$ cat src/rtl/mbrfb_pkg.sv
`timescale 1ns / 1ps
package mbrfb_pkg;

	localparam int QUEUE_DEPTH = 2;

	localparam int IN_DATA_W = 48;
	localparam int IN_USER_W = 5;
	localparam int BODY_BYTES = 6;

	localparam logic [7:0] FUNC_READ_HOLDING = 8'h03;
	localparam logic [7:0] FUNC_WRITE_SINGLE = 8'h06;

	localparam logic       OP_READ = 1'b0;
	localparam logic       OP_WRITE = 1'b1;

	localparam logic [1:0] MODE_PLAIN = 2'd0;
	localparam logic [1:0] MODE_TCP = 2'd1;
	localparam logic [1:0] MODE_CRC = 2'd2;

	localparam logic [1:0] KIND_ANALOG = 2'd0;
	localparam logic [1:0] KIND_DIGITAL = 2'd1;

	localparam logic [15:0] CRC_INIT = 16'hFFFF;
	localparam logic [15:0] CRC_POLY = 16'hA001;

	// byte index of the final result for each frame shape
	localparam logic [3:0] LAST_UNSUP = 4'd0;
	localparam logic [3:0] LAST_PLAIN = 4'd5;
	localparam logic [3:0] LAST_CRC = 4'd7;
	localparam logic [3:0] LAST_TCP = 4'd11;
	localparam logic [3:0] IDX_BODY_END = 4'd6;

	// TCP header, entry 0 goes out first
	localparam logic [5:0][7:0] TCP_HEADER = {8'h06, 8'h00, 8'h00, 8'h00, 8'h01, 8'h00};

	typedef struct packed {
		logic                  unsup;
		logic [1:0]            mode;
		logic [5:0][7:0]       body;
	} frame_desc_t;

	function automatic logic [15:0] crc_byte(input logic [15:0] crc_in, input logic [7:0] b);
		logic [15:0] c;
		c = crc_in ^ {8'h00, b};
		for (int k = 0; k < 8; k++) begin
			if (c[0]) begin
				c = (c >> 1) ^ CRC_POLY;
			end else begin
				c = c >> 1;
			end
		end
		return c;
	endfunction

endpackage

$ cat src/rtl/mbrfb_front.sv
`timescale 1ns / 1ps
module mbrfb_front (
	input  logic [mbrfb_pkg::IN_DATA_W-1:0] tdata,
	input  logic [mbrfb_pkg::IN_USER_W-1:0] tuser,
	output mbrfb_pkg::frame_desc_t          desc
);
	import mbrfb_pkg::*;

	logic        op;
	logic [1:0]  frame_mode;
	logic [1:0]  value_kind;
	logic [7:0]  unit_address;
	logic [15:0] register_address;
	logic [7:0]  register_count;
	logic [15:0] write_value;

	assign op = tuser[0];
	assign frame_mode = tuser[2:1];
	assign value_kind = tuser[4:3];
	assign unit_address = tdata[7:0];
	assign register_address = tdata[23:8];
	assign register_count = tdata[31:24];
	assign write_value = tdata[47:32];

	always_comb begin
		desc.unsup = (op == OP_WRITE) && (value_kind != KIND_ANALOG)
			&& (value_kind != KIND_DIGITAL);
		case (frame_mode)
			MODE_TCP: desc.mode = MODE_TCP;
			MODE_CRC: desc.mode = MODE_CRC;
			default:  desc.mode = MODE_PLAIN;
		endcase
		desc.body[0] = unit_address;
		desc.body[1] = (op == OP_READ) ? FUNC_READ_HOLDING : FUNC_WRITE_SINGLE;
		desc.body[2] = register_address[15:8];
		desc.body[3] = register_address[7:0];
		if (op == OP_READ) begin
			desc.body[4] = 8'h00;
			desc.body[5] = register_count;
		end else if (value_kind == KIND_ANALOG) begin
			desc.body[4] = write_value[15:8];
			desc.body[5] = write_value[7:0];
		end else begin
			desc.body[4] = 8'h00;
			desc.body[5] = write_value[7:0];
		end
	end

endmodule

$ cat src/rtl/mbrfb_queue.sv
`timescale 1ns / 1ps
module mbrfb_queue #(
	parameter int DEPTH = mbrfb_pkg::QUEUE_DEPTH
) (
	input  logic                   clk,
	input  logic                   arst_n,
	input  logic                   push,
	input  mbrfb_pkg::frame_desc_t push_desc,
	output logic                   full,
	input  logic                   pop,
	output mbrfb_pkg::frame_desc_t head,
	output logic                   head_valid
);
	import mbrfb_pkg::*;

	localparam int PTR_W = (DEPTH > 1) ? $clog2(DEPTH) : 1;
	localparam int CNT_W = $clog2(DEPTH + 1);
	localparam logic [PTR_W-1:0] PTR_LAST = PTR_W'(DEPTH - 1);
	localparam logic [CNT_W-1:0] CNT_FULL = CNT_W'(DEPTH);

	frame_desc_t       entry_q [DEPTH];
	logic [PTR_W-1:0]  wr_ptr_q;
	logic [PTR_W-1:0]  rd_ptr_q;
	logic [CNT_W-1:0]  count_q;

	assign full = (count_q == CNT_FULL);
	assign head_valid = (count_q != '0);
	assign head = entry_q[rd_ptr_q];

	always_ff @(posedge clk) begin
		if (push) begin
			entry_q[wr_ptr_q] <= push_desc;
		end
	end

	always_ff @(posedge clk or negedge arst_n) begin
		if (!arst_n) begin
			wr_ptr_q <= '0;
			rd_ptr_q <= '0;
			count_q <= '0;
		end else begin
			if (push) begin
				wr_ptr_q <= (wr_ptr_q == PTR_LAST) ? '0 : wr_ptr_q + 1'b1;
			end
			if (pop) begin
				rd_ptr_q <= (rd_ptr_q == PTR_LAST) ? '0 : rd_ptr_q + 1'b1;
			end
			if (push && !pop) begin
				count_q <= count_q + 1'b1;
			end else if (pop && !push) begin
				count_q <= count_q - 1'b1;
			end
		end
	end

endmodule

$ cat src/rtl/mbrfb_back.sv
`timescale 1ns / 1ps
module mbrfb_back (
	input  logic                   clk,
	input  logic                   arst_n,
	input  mbrfb_pkg::frame_desc_t head,
	input  logic                   head_valid,
	output logic                   pop,
	output logic                   m_axis_tvalid,
	input  logic                   m_axis_tready,
	output logic [7:0]             m_axis_tdata,
	output logic                   m_axis_tlast,
	output logic                   m_axis_tuser
);
	import mbrfb_pkg::*;

	logic [3:0]  idx_q;
	logic [15:0] crc_q;
	logic        tvalid_q;
	logic [7:0]  tdata_q;
	logic        tlast_q;
	logic        tuser_q;

	logic        emit;
	logic [3:0]  last_idx;
	logic        is_last;
	logic [7:0]  cur_byte;
	logic [3:0]  body_idx;
	logic        in_body;

	assign emit = head_valid && (!tvalid_q || m_axis_tready);

	always_comb begin
		if (head.unsup) begin
			last_idx = LAST_UNSUP;
		end else begin
			case (head.mode)
				MODE_TCP: last_idx = LAST_TCP;
				MODE_CRC: last_idx = LAST_CRC;
				default:  last_idx = LAST_PLAIN;
			endcase
		end
	end

	assign is_last = (idx_q == last_idx);
	assign pop = emit && is_last;

	always_comb begin
		body_idx = idx_q;
		in_body = (idx_q < IDX_BODY_END);
		cur_byte = 8'h00;
		if (head.unsup) begin
			cur_byte = 8'h00;
		end else begin
			case (head.mode)
				MODE_TCP: begin
					if (idx_q < IDX_BODY_END) begin
						cur_byte = TCP_HEADER[idx_q[2:0]];
					end else begin
						body_idx = idx_q - IDX_BODY_END;
						cur_byte = head.body[body_idx[2:0]];
					end
				end
				MODE_CRC: begin
					if (in_body) begin
						cur_byte = head.body[idx_q[2:0]];
					end else if (idx_q == IDX_BODY_END) begin
						cur_byte = crc_q[7:0];
					end else begin
						cur_byte = crc_q[15:8];
					end
				end
				default: cur_byte = head.body[idx_q[2:0]];
			endcase
		end
	end

	always_ff @(posedge clk or negedge arst_n) begin
		if (!arst_n) begin
			idx_q <= '0;
			tvalid_q <= 1'b0;
		end else begin
			if (emit) begin
				idx_q <= is_last ? '0 : idx_q + 1'b1;
				tvalid_q <= 1'b1;
			end else if (m_axis_tready) begin
				tvalid_q <= 1'b0;
			end
		end
	end

	always_ff @(posedge clk) begin
		if (emit) begin
			tdata_q <= cur_byte;
			tlast_q <= is_last;
			tuser_q <= head.unsup;
			if (in_body) begin
				crc_q <= crc_byte((idx_q == '0) ? CRC_INIT : crc_q, cur_byte);
			end
		end
	end

	assign m_axis_tvalid = tvalid_q;
	assign m_axis_tdata = tdata_q;
	assign m_axis_tlast = tlast_q;
	assign m_axis_tuser = tuser_q;

	a_idx_range: assert property (@(posedge clk) disable iff (!arst_n)
		idx_q <= LAST_TCP)
		else $error("byte index out of range");

	a_unsup_single: assert property (@(posedge clk) disable iff (!arst_n)
		tvalid_q && tuser_q |-> tlast_q)
		else $error("error result not marked last");

	a_frame_wrap: assert property (@(posedge clk) disable iff (!arst_n)
		pop |=> idx_q == '0)
		else $error("byte index not reset after frame end");

	a_hold_on_stall: assert property (@(posedge clk) disable iff (!arst_n)
		head_valid && tvalid_q && !m_axis_tready |=> $stable(idx_q))
		else $error("frame advanced while output stalled");

endmodule

$ cat src/rtl/modbus_request_frame_builder_unit.sv
`timescale 1ns / 1ps
// channel  | dir | tdata (low bit up)                             | tuser (low bit up)
// s_axis   | in  | unit_address[7:0] register_address[23:8]       | op[0] frame_mode[2:1]
//          |     | register_count[31:24] write_value[47:32]       | value_kind[4:3]
// m_axis   | out | frame_byte[7:0], tlast = last_byte             | unsupported[0]
//
// One byte leaves per cycle while m_axis_tready is high: 6 bytes plain, 8 with CRC trailer,
// 12 with TCP header, 1 for an unsupported write, set by the serializer; CRC is folded in per byte.
// Requests are taken into a QUEUE_DEPTH-entry queue while the previous frame streams out.
// Reset clears queue pointers and count, byte index and output valid; nothing else needs clearing.
// A stall on m_axis holds the output register; s_axis_tready drops only when the queue is full.
module modbus_request_frame_builder_unit #(
	parameter int QUEUE_DEPTH = mbrfb_pkg::QUEUE_DEPTH
) (
	input  logic                            clk,
	input  logic                            arst_n,
	input  logic                            s_axis_tvalid,
	output logic                            s_axis_tready,
	input  logic [mbrfb_pkg::IN_DATA_W-1:0] s_axis_tdata, // unit_address, register_address,
	                                                      // register_count, write_value
	input  logic [mbrfb_pkg::IN_USER_W-1:0] s_axis_tuser, // op, frame_mode, value_kind
	output logic                            m_axis_tvalid,
	input  logic                            m_axis_tready,
	output logic [7:0]                      m_axis_tdata, // frame_byte
	output logic                            m_axis_tlast,
	output logic                            m_axis_tuser  // unsupported
);
	import mbrfb_pkg::*;

	frame_desc_t in_desc;
	frame_desc_t head;
	logic        q_full;
	logic        head_valid;
	logic        pop;
	logic        push;

	assign s_axis_tready = !q_full;
	assign push = s_axis_tvalid && !q_full;

	mbrfb_front u_front (
		.tdata (s_axis_tdata),
		.tuser (s_axis_tuser),
		.desc  (in_desc)
	);

	mbrfb_queue #(
		.DEPTH (QUEUE_DEPTH)
	) u_queue (
		.clk        (clk),
		.arst_n     (arst_n),
		.push       (push),
		.push_desc  (in_desc),
		.full       (q_full),
		.pop        (pop),
		.head       (head),
		.head_valid (head_valid)
	);

	mbrfb_back u_back (
		.clk           (clk),
		.arst_n        (arst_n),
		.head          (head),
		.head_valid    (head_valid),
		.pop           (pop),
		.m_axis_tvalid (m_axis_tvalid),
		.m_axis_tready (m_axis_tready),
		.m_axis_tdata  (m_axis_tdata),
		.m_axis_tlast  (m_axis_tlast),
		.m_axis_tuser  (m_axis_tuser)
	);

endmodule
$ cat config.mk
export PLATFORM = sky130hd
export DESIGN_NAME = modbus_request_frame_builder_unit
export DESIGN_NICKNAME = d
export VERILOG_FILES = /design/src/rtl/mbrfb_pkg.sv /design/src/rtl/mbrfb_front.sv /design/src/rtl/mbrfb_queue.sv /design/src/rtl/mbrfb_back.sv /design/src/rtl/modbus_request_frame_builder_unit.sv
export SDC_FILE = /design/constraint.sdc
export NUM_CORES = 1
export LEC_CHECK = 0
export BUFFER_PORTS_ARGS = -buffer_cell sky130_fd_sc_hd__buf_4
export CAP_MARGIN = 20
export CORE_AREA = 2 2 133 200
export DETAILED_ROUTE_END_ITERATION = 7
export DIE_AREA = 0 0 135 202
export PLACE_DENSITY_LB_ADDON = 0.1
export SLEW_MARGIN = 20
export SYNTH_ARGS = -nofsm -noshare
export SYNTH_HDL_FRONTEND = slang
export SYNTH_SLANG_ARGS = --single-unit
$ cat constraint.sdc
create_clock -name clk -period 4.42 [get_ports clk]
set_clock_uncertainty 0.05 [all_clocks]
set_input_delay 0 -clock clk [delete_from_list [all_inputs] [get_ports clk]]
set_output_delay 0 -clock clk [all_outputs]
set_load 0.01 [all_outputs]
==> results of run 1 <==
-- per-layer routing --
metal / share of wire / track usage / wire length [um]
met5: 0 / 0 / 0
met2: 0.54 / 0.222 / 8660
met4: 0.036 / 0.0699 / 582
met3: 0.026 / 0.0276 / 422
met1: 0.40 / 0.134 / 6380
-- final cells by class --
cell class	instances	area, um2	area share
sequential	125	3710	0.449
multi-input combinational	284	2330	0.282
timing repair buffer	140	1190	0.144
clock buffer	19	433	0.0524
tap	333	417	0.0504
clock inverter	10	125	0.0151
inverter	16	60.1	0.00726
-- cell families after synthesis --
logic type	share of synthesized area
simple gates	0.0967
mux	0.119
fa+ha+maj	0.0159
xor+xnor	0.0590
compound gates	0.0787
buf+inv	0.0395
flops	0.591
-- per-stage QoR --
step                 util  instances  setup WS (ns)  hold slack (ns)  cell area, um2
finish              0.323        927          0.650            0.130            8270
global placement    0.279        841          0.659           -0.200            7140
CTS                 0.323        927          0.596            0.128            8270
global route        0.323        927          0.437            0.129            8270
floorplan               -        449          0.759           -0.346            6280
detailed placement  0.279        841          0.620           -0.199            7140
-- cell usage in the layout, fill, tap and decap left out, types with 4 or more instances in the layout --
cell and instances:
nor2_1 23, buf_4 83, xnor2_1 18, and2_1 13, inv_1 15, a22oi_1 7
a21oi_1 9, ha_1 8, mux4_1 4, a31oi_1 5, nand2_1 25, edfxtp_1 116
nor2b_1 4, o21ai_0 14, clkbuf_16 17, nand2b_1 4, o22ai_1 8, or2_2 5
clkinv_1 4, dfrtp_1 8, mux2i_1 27, nor3_1 9, mux4_2 8, mux2_2 16
dlygate4sd3_1 57, nand3_1 7, xor2_1 11
-- tightest hold or removal path, stage by stage --
cell	delay, ns
buf_4	0.08
nor3_1	0.03
buf_4	0.16
and2_1	0.17
-- state kept, by name, indices dropped and copies added (netlist names) --
name,cells
u_queue.rd_ptr_q,1
u_queue.count_q,2
u_back.m_axis_tdata,8
u_back.idx_q,4
u_back.m_axis_tuser,1
u_queue.wr_ptr_q,1
u_back.m_axis_tlast,1
u_back.m_axis_tvalid,1
u_queue.entry_q,90
u_back.crc_q,16
-- power by group --
part	switching [mW]	total, mW	internal, mW
registers	0.232	2.12	1.89
clock network	0.484	1.35	0.865
logic	1.64	3.13	1.49
total	2.36	6.60	4.25
-- timing repair --
item	in CTS	in global routing
resized for setup	0	0
hold buffers	57	0
endpoints found under the hold margin	101	0
-- path summary, 6_finish.rpt --
kind	slack (ns)	to	startpoint
max	0.65	u_back.crc_q[0]$_DFFE_PP_	u_back.idx_q[0]$_DFFE_PN0P_
min	0.13	u_queue.entry_q[0][28]$_DFFE_PP_	s_axis_tuser[3]
max reg2reg	0.65	u_back.crc_q[0]$_DFFE_PP_	u_back.idx_q[0]$_DFFE_PN0P_
min reg2reg	0.45	u_back.m_axis_tvalid$_DFFE_PN0P_	u_back.m_axis_tvalid$_DFFE_PN0P_
max in group asynchronous	3.29	u_back.idx_q[0]$_DFFE_PN0P_	arst_n
min in group asynchronous	0.60	u_back.idx_q[3]$_DFFE_PN0P_	arst_n
==> flow_summary_export.csv, run 1 <==
group,metric,value,unit
drt,wire_per_inst,17.3,um
power,cellLeakagePower,3.07,nW
critical_path,critPathSlowestCell,"dfrtp_2",
clock_tree,cts.path.max_buffers,2,
power,peakVddDrop,0.387,mV
drt,drt_wl_total,16.0,mm
critical_path,cpPeakStageDelay,0.72,ns
logic_synthesis,synth_area_leaders,"edfxtp_1, mux2i_1, dfrtp_1",
logic_synthesis,syn-cell-area,6280,um2
die,rows,72,
logic_synthesis,synthArstFlopShare,0.0720,
critical_path,critical_path.top_delay_family,"XOR/XNOR gates",
timing,clock.fmax,265,MHz
global_routing,grt_use_total,0.124,
logic_synthesis,seq_area_frac_synth,0.591,
die,die_area,27300,um2
logic_synthesis,synth_area_per_cell,14.0,um2
drt,drc,0,
logic_synthesis,yosys_warnings,0,
critical_path,worstSetupPathType,"reg -> reg",
min_path,worstHoldPathType,"in -> reg",
critical_path,critPathMaxFanout,31,
global_routing,overflow,0,
global_routing,antenna_found_initial,0,
drt,avgViaCountPerCell,4.46,
global_routing,grt_first_pass_wirelength,25.0,mm
timing,rsz0062_at_grt,"no",
timing,fin_crit_sh,0.853,
drt,drt_iter0_markers,186,
die,initial_core_util,0.245,
clock_tree,cts_tree,"yes",
logic_synthesis,synthesis.nets,514,
critical_path,cp-end-kind,"flop",
timing,slew_headroom,0.398,
logic_synthesis,netlist.area_leader.share,0.555,
timing,fin_crit,3.77,ns
clock_tree,htreeDepth,4,
clock_tree,clock-sinks,125,
drt,vias,4139,
clock_tree,clkTransAtPathRegs,0.06,ns
logic_synthesis,ys_types,72,
clock_tree,numCtsBuffers,17,
die,coreArea,25600,um2
timing,tightestPinTransition,0.902,ns
cells_and_area,diodes,0,
clock_tree,cts_setup_buffers,0,
critical_path,cp.arrival,3.89,ns
power,power_density,799,nW/um2
logic_synthesis,synth_top_area_cell,"edfxtp_1",
run_status,outcome,"complete, no violations",
cells_and_area,final_nets,649,
critical_path,startpoint_type,"flop",
drt,drtAntennaViolNets,0,
die,pin_count,69,
die,die-height,202,um
logic_synthesis,synthCells,449,
drt,drt_first_pass_iters,5,
cells_and_area,drive_above_1_share,0.256,
run,maxCapViolations,0,
global_routing,grt_pass1_vias,4438,
timing,finalSetupViolations,0,
logic_synthesis,synth-edff-count,116,
critical_path,rr_worst_depth,9,
die,die_x,135,um
placed_design,hpwlAfterDp,11.4,mm
min_path,min_delay_path_depth,4,
cells_and_area,final.fill_count,2621,
timing,slew_violations,0,
power,total_power,6.60,mW
clock_tree,clock_latency,0.43,ns
timing,hold_viol_final,0,
placed_design,gp_congestion,0.848,
clock_tree,cts_root_buf,"clkbuf_16",
critical_path,worst-path-buf-inv,1,
logic_synthesis,netlist_top_cells_count,"edfxtp_1, mux2i_1, nand2_1, nor2_1, xnor2_1",
logic_synthesis,yosysMostFrequentCell,"edfxtp_1",
logic_synthesis,synth_flop_cell,"edfxtp_1",
global_routing,grt_max_degree,46,
critical_path,crit_chain,"nor3b_1 > buf_4 > mux2_2 > a22oi_1 > o211ai_1 > a32oi_1 > xnor2_1 > xor2_1 > xnor3_1",
critical_path,crit_required,4.54,ns
cells_and_area,syn_to_final_growth,31.7,%
timing,fin_setup_tns,0,ns
logic_synthesis,synth-seq-cells,125,
critical_path,crit_cells,9,
placed_design,io_buffers,68,
Note: power is estimated with default switching activity, not from simulation.
==> run 2, diff against run 1 <==
--- a/config.mk
+++ b/config.mk
@@ -5,11 +5,11 @@
 export SDC_FILE = /design/constraint.sdc
 export NUM_CORES = 1
 export LEC_CHECK = 0
-export BUFFER_PORTS_ARGS = -buffer_cell sky130_fd_sc_hd__buf_4
 export CAP_MARGIN = 20
 export CORE_AREA = 2 2 133 200
 export DETAILED_ROUTE_END_ITERATION = 7
 export DIE_AREA = 0 0 135 202
+export DONT_BUFFER_PORTS = 1
 export PLACE_DENSITY_LB_ADDON = 0.1
 export SLEW_MARGIN = 20
 export SYNTH_ARGS = -nofsm -noshare
==> run 2 against run 1 <==
Power is 2.0% lower. Final cell count shrank 7.1%. Largest power group unchanged. Fmax up 1.4%. Final area fell by 6.2%. Clock-buffer cell count unchanged. Die area is the same. Setup slack gained 0.051 ns. Clock power about the same. Combinational power fell by 4%.
==> flow_summary_export.csv, run 2 (synthesis gave the netlist of run 1 again) <==
group,metric,value,unit
run_status,outcome,"complete, no violations",
global_routing,grt_use_total,0.122,
die,rows,72,
die,initial_core_util,0.245,
critical_path,critPathMaxFanout,13,
clock_tree,htreeDepth,4,
cells_and_area,multi_input_area,2330,um2
global_routing,grt_pass1_vias,4023,
timing,rsz0062_at_grt,"no",
power,p_sw_frac,0.364,
placed_design,hpwlAfterDp,11.4,mm
power,peakVddDrop,0.493,mV
cells_and_area,final_common_cell,"edfxtp_1",
clock_tree,cts_tree,"yes",
clock_tree,cts_root_buf,"clkbuf_16",
cells_and_area,seq_area,3710,um2
cells_and_area,largest_register,"u_queue.entry_q",
timing,setup_ws,0.701,ns
drt,drt_iter0_markers,210,
cells_and_area,syn_to_final_growth,23.6,%
timing,slew_headroom,0.523,
cells_and_area,final_cell_mix,"edfxtp_1, dlygate4sd3_1, mux2i_1",
timing,fin_crit,3.72,ns
power,clockPowerShare,0.205,
power,switchingPower,2.35,mW
timing,fin_crit_sh,0.841,
drt,drt_wl_total,15.9,mm
cells_and_area,final.fill_count,2604,
placed_design,gp_congestion,0.864,
critical_path,cp-end-kind,"flop",
global_routing,overflow,0,
global_routing,antenna_found_initial,0,
die,die_x,135,um
clock_tree,cts.path.max_buffers,2,
cells_and_area,drive_above_1_share,0.170,
drt,vias,3866,
power,cellLeakagePower,2.75,nW
power,p_comb_frac,0.467,
clock_tree,clock-sinks,125,
timing,hold_viol_final,0,
global_routing,grt_max_degree,35,
timing,slew_violations,0,
drt,avgViaCountPerCell,4.49,
clock_tree,clkTransAtPathRegs,0.06,ns
run,maxCapViolations,0,
clock_tree,numCtsBuffers,17,
timing,clock.fmax,269,MHz
critical_path,worstSetupPathType,"reg -> reg",
power,p_int,4.12,mW
die,coreArea,25600,um2
min_path,worstHoldPathType,"in -> reg",
clock_tree,clock_latency,0.43,ns
global_routing,grt_first_pass_wirelength,24.3,mm
timing,tightestPinTransition,0.713,ns
cells_and_area,largest_reg_flops,90,
clock_tree,cts_resized,0,
placed_design,io_buffers,0,
timing,fin_setup_tns,0,ns
critical_path,crit_required,4.53,ns
drt,drt_first_pass_iters,4,
drt,drtAntennaViolNets,0,
die,pin_count,69,
die,die_area,27300,um2
cells_and_area,diodes,0,
timing,finalSetupViolations,0,
critical_path,startpoint_type,"flop",
critical_path,cp.arrival,3.83,ns
drt,wire_per_inst,18.5,um
placed_design,pre_cts_ws,0.755,ns
die,die-height,202,um
cells_and_area,final_nets,581,
power,seqPwrFrac,0.328,
power,power_density,834,nW/um2
drt,drc,0,
run 2: cell types whose count changed in the layout (fill, tap and decap cells not counted), sizes merged:
cell	previous run	this run
clkinvlp	2	4
clkinv	5	6
bufinv	3	2
buf	83	15
run 2: timing repair:
action | in CTS | in global routing
hold buffers | 57 | 0
setup buffers | 0 | 0
hold endpoints to repair | 115 | 0
run 2: path summary, 6_finish.rpt:
check / start / endpoint / slack (ns) / cells past startpoint
max in group asynchronous: arst_n / u_back.idx_q[0]$_DFFE_PN0P_ / 3.41 / 2
setup reg to reg: u_queue.rd_ptr_q$_DFFE_PN0P_ / u_back.crc_q[0]$_DFFE_PP_ / 0.70 / 10
min in group asynchronous: arst_n / u_back.idx_q[3]$_DFFE_PN0P_ / 0.51 / 2
setup / recovery: u_queue.rd_ptr_q$_DFFE_PN0P_ / u_back.crc_q[0]$_DFFE_PP_ / 0.70 / 10
hold reg to reg: u_queue.count_q[1]$_DFFE_PN0P_ / u_queue.count_q[1]$_DFFE_PN0P_ / 0.47 / 1
hold / removal: s_axis_tvalid / u_queue.entry_q[1][21]$_DFFE_PP_ / 0.06 / 1
run 2: layout make-up:
cell class / instances / area share
flip-flops and latches: 125 / 0.478
multi-input cells: 284 / 0.300
clock inverters: 12 / 0.0160
well taps: 333 / 0.0537
inverters: 16 / 0.00774
clock buffers: 19 / 0.0558
repair buffers: 72 / 0.0881
run 2: stage by stage:
stage	util	cell area (um2)	std cells	hold slack (ns)	power (mW)
floorplan	-	6280	449	-0.346	4.48
global placement	0.259	6630	773	-0.345	5.16
detailed placement	0.259	6630	773	-0.345	5.18
CTS	0.303	7760	861	0.0418	6.60
global route	0.303	7760	861	0.0605	6.90
finish	0.303	7760	861	0.0554	6.47
run 2: metal layers:
metal	vias up	wire, um	GRT usage
li1	1843	-	-
met1	1910	6560	0.137
met2	95	8410	0.213
met3	18	497	0.0303
met4	0	450	0.0606
met5	-	0	0
run 2: power by group through the flow:
stage | combinational [mW] | sequential, mW | clock [mW]
CTS | 3.10 | 2.13 | 1.38
detailed placement | 3.03 | 2.15 | 0
floorplan | 2.42 | 2.05 | 0
global placement | 3.01 | 2.15 | 0
global route | 3.32 | 2.17 | 1.42
finish | 3.02 | 2.12 | 1.33
run 2: worst max-delay path: stages, from the launching register on:
cell and delay, ns:
dfrtp_1 0.40, mux2i_1 0.34, ha_1 0.54, nor3b_1 0.44, a22oi_1 0.16, o211a_1 0.24, or2_1 0.23, a211oi_2 0.19
buf_4 0.17, xor2_1 0.26, xnor3_1 0.45
==> run 3, diff against run 2 <==
==> constraint.sdc (replaced) <==
create_clock -name clk -period 3.15 [get_ports clk]
set_clock_uncertainty 0.05 [all_clocks]
set_input_delay 0 -clock clk [delete_from_list [all_inputs] [get_ports clk]]
set_output_delay 0 -clock clk [all_outputs]
set_load 0.01 [all_outputs]
==> run 3 against run 2 <==
The run now ends with negative setup slack left. Clock-buffer cell count is 1 lower. Non-clock buffer count is 69 higher. Register-to-register slack worse by 0.79 ns. Via count is 5.3% higher.
==> flow_summary_export.csv, run 3 (synthesis gave the netlist of run 1 again) <==
group,metric,value,unit
drt,drtAntennaViolNets,0,
run,maxCapViolations,0,
timing,finalSetupViolations,3,
critical_path,crit_required,3.27,ns
placed_design,gp_congestion,0.807,
clock_tree,clkTransAtPathRegs,0.06,ns
die,pin_count,69,
die,die-height,202,um
die,initial_core_util,0.245,
power,p_int,6.55,mW
global_routing,overflow,0,
drt,drt_iter0_markers,193,
global_routing,grt_use_total,0.126,
placed_design,hpwlAfterDp,12.0,mm
timing,slew_headroom,0.396,
cells_and_area,fin_area,8430,um2
run_status,outcome,"finished with violations",
cells_and_area,largest_register,"u_queue.entry_q",
power,power_density,1210,nW/um2
timing,fin_crit,3.24,ns
global_routing,grt_max_degree,46,
cells_and_area,syn_to_final_growth,34.3,%
global_routing,grt_pass1_vias,4548,
drt,drc,0,
clock_tree,clock_latency,0.43,ns
cells_and_area,final_cell_mix,"edfxtp_1, buf_4, dlygate4sd3_1",
power,p_comb_frac,0.532,
cells_and_area,final_common_cell,"edfxtp_1",
timing,fin_crit_sh,1.03,
critical_path,critPathMaxFanout,5,
critical_path,worstSetupPathType,"reg -> reg",
critical_path,rr_worst_depth,11,
min_path,worstHoldPathType,"in -> reg",
placed_design,dpl_cell_area,7100,um2
critical_path,endpoint,"u_back.crc_q[0]$_DFFE_PP_",
power,p_sw_frac,0.358,
timing,tightestPinTransition,0.900,ns
critical_path,startpoint_type,"flop",
timing,rsz0062_at_grt,"yes",
clock_tree,htreeDepth,4,
placed_design,pre_cts_ws,-0.295,ns
clock_tree,cts_root_buf,"clkbuf_16",
timing,slew_violations,0,
power,cellLeakagePower,3.10,nW
critical_path,crit_path_start,"u_queue.rd_ptr_q$_DFFE_PN0P_",
die,coreArea,25600,um2
power,peakVddDrop,0.717,mV
power,seqPwrFrac,0.289,
power,total_power,10.2,mW
clock_tree,numCtsBuffers,17,
placed_design,dp_cells,830,
drt,avgViaCountPerCell,4.37,
global_routing,grt_first_pass_wirelength,25.4,mm
die,rows,72,
timing,holdWs,0.00970,ns
timing,clock.fmax,309,MHz
critical_path,r2r-end,"u_back.crc_q[0]$_DFFE_PP_",
cells_and_area,final_nets,650,
drt,drt_first_pass_iters,4,
timing,setup_ws,-0.0906,ns
critical_path,r2r_setup_slack,-0.09,ns
drt,vias,4072,
power,clockPowerShare,0.179,
drt,wire_per_inst,17.4,um
cells_and_area,diodes,0,
die,die_x,135,um
global_routing,antenna_found_initial,0,
placed_design,io_buffers,0,
critical_path,cp-end-kind,"flop",
cells_and_area,largest_reg_flops,90,
critical_path,cp.arrival,3.36,ns
cells_and_area,drive_above_1_share,0.301,
clock_tree,clock-sinks,125,
critical_path,r2r_start,"u_queue.rd_ptr_q$_DFFE_PN0P_",
run_status,violations,"negative setup slack",
die,die_area,27300,um2
clock_tree,cts_tree,"yes",
cells_and_area,layoutNonFillerInstCount,931,
power,switchingPower,3.65,mW
timing,hold_viol_final,0,
drt,drt_wl_total,16.2,mm
clock_tree,cts.path.max_buffers,2,
run 3: how the worst min path moves through the flow:
stage | start | end | cells past startpoint
after floorplan | arst_n | u_back.idx_q[0]$_DFFE_PN0P_ | 0
after global placement | arst_n | u_queue.wr_ptr_q$_DFFE_PN0P_ | 0
after detailed placement | arst_n | u_queue.count_q[1]$_DFFE_PN0P_ | 0
after CTS | s_axis_tuser[3] | u_queue.entry_q[0][30]$_DFFE_PP_ | 2
after global routing | s_axis_tuser[3] | u_queue.entry_q[1][28]$_DFFE_PP_ | 2
final | s_axis_tuser[3] | u_queue.entry_q[1][28]$_DFFE_PP_ | 2
run 3: repair_timing:
item / 4_1_cts / 5_1_grt
setup buffers: 6 / 6
endpoints found under the hold margin: 102 / 0
pin swaps: 4 / 4
setup endpoints to repair: 3 / 4
resized for setup: 14 / 8
hold buffers: 57 / 0
run 3: per-layer routing:
metal	part of all wire	track usage	vias to the layer above
met5	0	0	-
met4	0.029	0.0580	0
met2	0.55	0.230	63
li1	-	-	1975
met3	0.026	0.0286	21
met1	0.40	0.137	2013
run 3: power groups by stage:
| stage | logic [mW] | registers [mW] | clock network (mW) |
|---|---|---|---|
| after floorplan | 3.37 | 2.88 | 0 |
| after global placement | 4.88 | 2.97 | 0 |
| after CTS | 5.22 | 2.96 | 1.87 |
| after global routing | 5.91 | 3.01 | 1.94 |
| after detailed placement | 4.96 | 2.98 | 0 |
| final | 5.43 | 2.95 | 1.82 |
run 3: through the flow:
| step | utilization | setup TNS, ns |
|---|---|---|
| finish | 0.329 | -0.200 |
| global route | 0.329 | -0.672 |
| detailed placement | 0.278 | -0.822 |
| floorplan | - | -0.268 |
| global placement | 0.278 | -0.668 |
| CTS | 0.326 | -0.300 |
run 3: layout make-up:
| type | count | area, um2 |
|---|---|---|
| Fill cell | 2608 | 17200 |
| Sequential cell | 125 | 3710 |
| Multi-Input combinational cell | 284 | 2460 |
| Timing Repair Buffer | 141 | 1230 |
| Clock buffer | 18 | 429 |
| Tap cell | 333 | 417 |
| Clock inverter | 14 | 121 |
| Inverter | 16 | 60.1 |
run 3: worst max-delay path, cell delays in order (launching register included):
cell and delay, ns:
dfrtp_2 0.46, buf_6 0.16, buf_8 0.12, buf_6 0.11, mux4_2 0.51, or2_1 0.23
o2bb2ai_2 0.13, o31a_1 0.30, xor2_2 0.21, xnor2_2 0.27, xnor2_2 0.17, xnor3_1 0.26
